--- src/sv/lps_pkg.sv ---
// ----------------------------------------------------------------------------
// lps_pkg
// shared types and constants for the latency percentile statistics block
// ----------------------------------------------------------------------------
package lps_pkg;

  localparam int MaxSamples = 1024;
  localparam int IdxW = $clog2(MaxSamples);
  localparam int CntW = IdxW + 1;
  localparam int SumW = 32 + CntW;
  localparam int QDepth = 4;
  localparam int QPtrW = $clog2(QDepth);
  localparam int CntQ = QPtrW + 1;
  localparam logic [31:0] NoResult = 32'd10000;

  // rank = (n-1)*9/10 and (n-1)*99/100 as one reciprocal multiply and shift,
  // exact for every count up to MaxSamples
  localparam int Rank90Shift = 19;
  localparam int Rank90Mul = 9 * 52429;
  localparam int Rank99Shift = 24;
  localparam int Rank99Mul = 99 * 167773;

  typedef struct packed {
    logic        keep;
    logic [31:0] rtt;
    logic        last;
  } lps_cmd_t;

  typedef enum logic [3:0] {
    ST_IDLE,
    ST_SCAN,
    ST_INS,
    ST_SHIFT_RD,
    ST_SHIFT_WR,
    ST_RANK,
    ST_RD90,
    ST_RD99,
    ST_DIV,
    ST_OUT
  } lps_state_t;

endpackage

--- src/sv/lps_front.sv ---
// ----------------------------------------------------------------------------
// lps_front
// accepts sample beats, classifies them and queues commands for the back end
// ----------------------------------------------------------------------------
module lps_front import lps_pkg::*; (
  input  logic        clk,
  input  logic        rst_n,
  input  logic        in_valid,
  output logic        in_ready,
  input  logic [15:0] in_rx_packets,
  input  logic [31:0] in_round_trip_time,
  input  logic        in_target_end,
  output logic        cmd_valid,
  input  logic        cmd_ready,
  output lps_cmd_t    cmd
);

  lps_cmd_t          q_r [QDepth];
  logic [QPtrW-1:0]  wp_r, wp_nxt, rp_r, rp_nxt;
  logic [QPtrW:0]    cnt_r, cnt_nxt;
  logic              push, pop;

  assign in_ready  = (cnt_r != CntQ'(QDepth));
  assign push      = in_valid && in_ready;
  assign cmd_valid = (cnt_r != '0);
  assign pop       = cmd_valid && cmd_ready;
  assign cmd       = q_r[rp_r];

  always_comb begin
    wp_nxt  = push ? wp_r + 1'b1 : wp_r;
    rp_nxt  = pop ? rp_r + 1'b1 : rp_r;
    cnt_nxt = cnt_r + CntQ'(push) - CntQ'(pop);
  end

  always_ff @(posedge clk) begin
    if (!rst_n) begin
      wp_r  <= '0;
      rp_r  <= '0;
      cnt_r <= '0;
    end else begin
      wp_r  <= wp_nxt;
      rp_r  <= rp_nxt;
      cnt_r <= cnt_nxt;
    end
  end

  always_ff @(posedge clk) begin
    if (push) begin
      q_r[wp_r] <= '{keep: (in_rx_packets != '0), rtt: in_round_trip_time,
                     last: in_target_end};
    end
  end

  a_cnt_max: assert property (@(posedge clk) disable iff (!rst_n)
    cnt_r <= CntQ'(QDepth)) else $error("queue count beyond depth");
  a_no_push_full: assert property (@(posedge clk) disable iff (!rst_n)
    cnt_r == CntQ'(QDepth) |-> !push) else $error("push into full queue");
  a_cnt_track: assert property (@(posedge clk) disable iff (!rst_n)
    push && !pop |=> cnt_r == $past(cnt_r) + 1'b1) else $error("count drift");

endmodule

--- config.mk ---
export PLATFORM = sky130hd
export DESIGN_NAME = lps_front
export DESIGN_NICKNAME = d
export VERILOG_FILES = /design/src/sv/lps_pkg.sv /design/src/sv/lps_front.sv
export SDC_FILE = /design/constraint.sdc
export NUM_CORES = 1
export LEC_CHECK = 0
export ABC_AREA = 1
export BUFFER_PORTS_ARGS = -buffer_cell sky130_fd_sc_hd__buf_4
export CORE_ASPECT_RATIO = 1.75
export CORE_MARGIN = 2
export CORE_UTILIZATION = 50
export CTS_BUF_LIST = sky130_fd_sc_hd__clkbuf_2 sky130_fd_sc_hd__clkbuf_4 sky130_fd_sc_hd__clkbuf_8
export DETAILED_ROUTE_END_ITERATION = 12
export HOLD_SLACK_MARGIN = 0.05
export MAX_ROUTING_LAYER = met4
export PLACE_DENSITY_LB_ADDON = 0.08
export SYNTH_ARGS = -nofsm -noshare
export SYNTH_HDL_FRONTEND = slang
export SYNTH_SLANG_ARGS = --single-unit
--- constraint.sdc ---
create_clock -name clk -period 3.4 [get_ports clk]
set_input_delay 0.51 -clock clk [delete_from_list [all_inputs] [get_ports clk]]
set_output_delay 0.51 -clock clk [all_outputs]
set_load 0.05 [all_outputs]
### Word-level counts from Yosys, hierarchy flattened

Memories as Yosys holds them, arrays and structs flattened. A register that Yosys moved wholly into a read port is not among the register bits.
Cells that the tools add are included.

* $add $sub $neg: 4
* $mul: 0
* divide/modulo/power cells: 0
* magnitude comparators: 0
* eq/ne operators: 1
* shift-type cells: 0
* multiplexer cells: 4
* bitwise gates (word level): 0
* reductions and logical operators: 4

Operator list (count)
* nonzero test 16 bit: 1
* adder 2 x 1 -> 2 bit (second input constant): 2
* two-way mux 2 bit: 2
* adder 3 x 1 -> 3 bit: 1
* != test 3 bit (second input constant): 1
* nonzero test 3 bit: 1
* subtractor 3 x 1 -> 3 bit: 1
* logical AND 1 bit: 2
* two-way mux 1 bit: 2

* register bits: 7
* latch bits: 0
* RAM bits: 136
* ROM bits: 0
* input bits: 53
* output and inout bits: 36
* word-level logic and storage cells: 17
* memories: 1

Memory list
* q_r: depth 4, width 34, read ports 1, clocked after Yosys merged registers in 1, write ports 1, line lps_front.sv:18 `lps_cmd_t q_r [QDepth];`

### Longest topological paths before layout

* depth in word-level cells: 4
* depth in mapped cells: 10
* mapped depth without buffers: 10

### Least setup slack after synthesis

OpenSTA, ideal clock, no wires.

* path type: register to register
* start: reg cnt_r[1]
* end: mem q_r[0][0] (netlist name) (enable)
* setup time: 425 ps
* data arrival time: 2578 ps
* required time: 2975 ps
* slack: 397 ps
* stages on the path, launching flop included: 5
* buffers on the path: 0
* clock period less this slack: 3003 ps
* cells stage by stage: dfxtp_1 -> nor2_1 -> nand2_1 -> nand2_1 -> nor2_1

* longest elaborated chain between the ends: 4

Ends and longest elaborated chain
* from (decl): line lps_front.sv:20 `logic [QPtrW:0] cnt_r, cnt_nxt;`
* from (signal assigned): line lps_front.sv:43 `cnt_r <= cnt_nxt;`
* != test 3 bit: line lps_front.sv:23 `assign in_ready = (cnt_r != CntQ'(QDepth));`
* net in_ready: line lps_front.sv:9 `output logic in_ready,`
* logical AND 1 bit: line lps_front.sv:24 `assign push = in_valid && in_ready;`
* two-way mux 1 bit: line lps_front.sv:48 `if (push) begin`
* two-way mux 1 bit (not written as such): line lps_front.sv:49 `q_r[wp_r] <= '{keep: (in_rx_packets != '0), rtt: in_round_trip_time,`
* to (decl): line lps_front.sv:18

The timed path passes the listed nets, and every way through them passes these cells.

==> summary.md <==
| Metric | Value |
|---|---|
| Status | finished, final reports clean |
| Critical path class | reg2out |
| Final core utilization | 60.6% |
| Port-buffer cells | 88 |
| CTS tree | done |
| Peak supply drop | 0.586 mV |
| Most frequent cells in the layout | edfxtp_1 (136), buf_4 (96), nor2_1 (66) |
| Worst-margin pin slew | 0.635 ns |
| Crit. End Element | primary output |
| Setup Skew | 0.00828 ns |
| Synth Area per Inst | 14.1 um2 |
| Gr usage total | 20.0% |
| Vias in the first global route | 3655 |
| Crit-path slowest cell | inv_2 |
| Num ports | 89 |
| Via count | 3498 |
| Fraction of layout cells with a size suffix above 1 | 33.5% |
| Post-CTS Setup Inserts | 0 |
| Worst Path Buf+Inv | 2 |
| ANT nets after route | 0 |
| Yosys Warn Count | 0 |
| Final Hold Fails | 0 |
| CP Max Fanout | 34 |
| Tmin final | 2.68 ns |
| Pwr dens | 794 nW/um2 |
| Total CTS buffers | 17 |
| # hold bufs at CTS | 0 |
| Primary FF master, synth | edfxtp_1 |
| Period Utilization, post-route | 78.9% |
| Post-Syn Instances | 409 |
| DRT iter0 DRCs | 160 |
| Pre-Repair DR Iteration Count | 6 |
| Post-route setup TNS | 0 ns |
| Number of synthesized flops with an enable pin | 136 |
| Netlist Area Pre-Place | 5780 um2 |
| Initial Util | 50.5% |
| Synth unique cells | 22 |
| Async S/R FF share, synth | 0% |
| Slew margin rel. | 57.6% |
| F_max | 0.373 GHz |
| Hold WS | 0.280 ns |
| Final WS setup | 0.718 ns |
| Overall power | 5.51 mW |
| CP top delay family | buffers and inverters |
| CTS sink count | 145 |
| RSZ-0062 raised after global routing | no |
| Routed WL per cell | 17.6 um |
| Seq/Total Area, Yosys | 73.8% |
| Setup WS pre-CTS | 1.11 ns |
| Row count | 52 |
| Max-cap viol count | 0 |
| Final Slew Violations | 0 |
| Hold Crit Class | in2reg |
| Worst path required time | 2.89 ns |
| H-tree Lvls | 4 |
| Via-to-Cell Ratio | 5.37 |
| Peak per-stage delay on the critical path | 0.56 ns |
| Worst-path clk slew | 0.08 ns |
| Startpoint class of the critical path | flip-flop |
| Register Area | 4270 um2 |
| Largest net degree at the start of global routing | 69 |
| Syn nets | 469 |
| Clock tree buffer depth | 2 |
| Nets | 563 |
| CP cell instances | inv_2 -> o21ai_0 -> o22ai_1 -> buf_4 |
| Final wirelength | 11500 um |
| Area grow syn2layout | 20.1% |
| DRC | 0 |
| Leakage | 2.50 nW |
| Worst skew pair latency | 0.43 ns |
| Core Area | 11500 um2 |
| Final RePlAce weighted congestion | 0.746 |
| Fill cells | 918 |
| Detail Placement HPWL | 6940 um |
| Diode count | 0 |
| Leading cell type in the layout, fill and taps excluded | edfxtp_1 |
| Global-route wire length before repair | 18200 um |
| Root Driver | clkbuf_8 |
| CP arrival | 2.17 ns |
| PostCTS Resize Cnt | 0 |
| Chip height | 146 um |
| Initial antenna violation count | 0 |
| Overflow after GRT | 0 |
| Die area | 12500 um2 |
| Die W | 85.3 um |
| Setup violations, final | 0 |
| Multi-input logic area | 1310 um2 |
| Seq cells post-synth | 145 |
==> worst paths after layout <==
kind | start | end | slack [ns] | cells after the start
max | flip-flop | cmd[1] | 0.72 | 4
min | in_round_trip_time[31] | q_r[3][32] | 0.28 | 1
max reg2reg | cnt_r[1] | cnt_r[2] | 1.12 | 10
min reg2reg | rp_r[0] | rp_r[0] | 0.50 | 2
==> synthesized netlist by cell type (3+ instances only) <==
master | instances | area (um2)
o22ai_2 | 20 | 250
nor2_1 | 70 | 263
buf_12 | 3 | 60.1
inv_1 | 14 | 52.6
nor2_2 | 20 | 125
ha_1 | 6 | 75.1
edfxtp_1 | 136 | 4080
nand2_1 | 18 | 67.6
o22ai_1 | 14 | 87.6
buf_2 | 12 | 60.1
dfxtp_1 | 9 | 180
a21oi_1 | 4 | 20.0
o21ai_1 | 5 | 25.0
o21ai_0 | 64 | 320
nand3_1 | 3 | 15.0
==> sequential cells by signal, summed over array words and instances, names as in the netlist, named ones only <==
signal / count
rp_r: 2
q_r: 136
cnt_r: 3
wp_r: 2
==> cell type report <==
type,count,area share (%)
Sequential cell,145,61.4
Multi-Input combinational cell,227,18.9
Timing Repair Buffer,96,10.4
Clock buffer,18,3.48
Tap cell,135,2.43
Clock inverter,14,2.40
Inverter,16,0.937
==> metrics by stage <==
| stage | cells | area (um2) |
|---|---|---|
| after global routing | 651 | 6940 |
| final | 651 | 6940 |
| after CTS | 651 | 6940 |
| after global placement | 619 | 6530 |
| after detailed placement | 619 | 6530 |
| after floorplan | 409 | 5780 |
==> worst reg2reg max path, stage by stage, from the launching register on <==
cell and delay (ns):
dfxtp_1 0.35, nor2_1 0.18, nand2_1 0.17, nand2_1 0.36, ha_1 0.30, inv_1 0.05, ha_1 0.12, inv_1 0.05
fa_1 0.36, o21ai_0 0.18, nor2_1 0.05
==> logic make-up after synthesis <==
kind of cell | after synthesis | share of synthesized area, %
compound gates | 109 | 12.4
fa+ha+maj | 7 | 1.65
buf+inv | 37 | 4.03
flops | 145 | 73.8
simple gates | 111 | 8.14
==> report_power, final <==
group | switching [mW] | internal [mW] | total (mW)
Combinational | 1.36 | 0.538 | 1.90
Sequential | 0.0882 | 2.17 | 2.26
Clock | 0.623 | 0.730 | 1.35
Total | 2.07 | 3.44 | 5.51
==> per-layer routing <==
layer / wire length [um] / GRT usage (%)
met5: 0 / -
met4: 146 / 6.43
met3: 458 / 5.03
met2: 6360 / 35.3
met1: 4510 / 21.7
No activity file was read; power rests on OpenSTA's default activity.
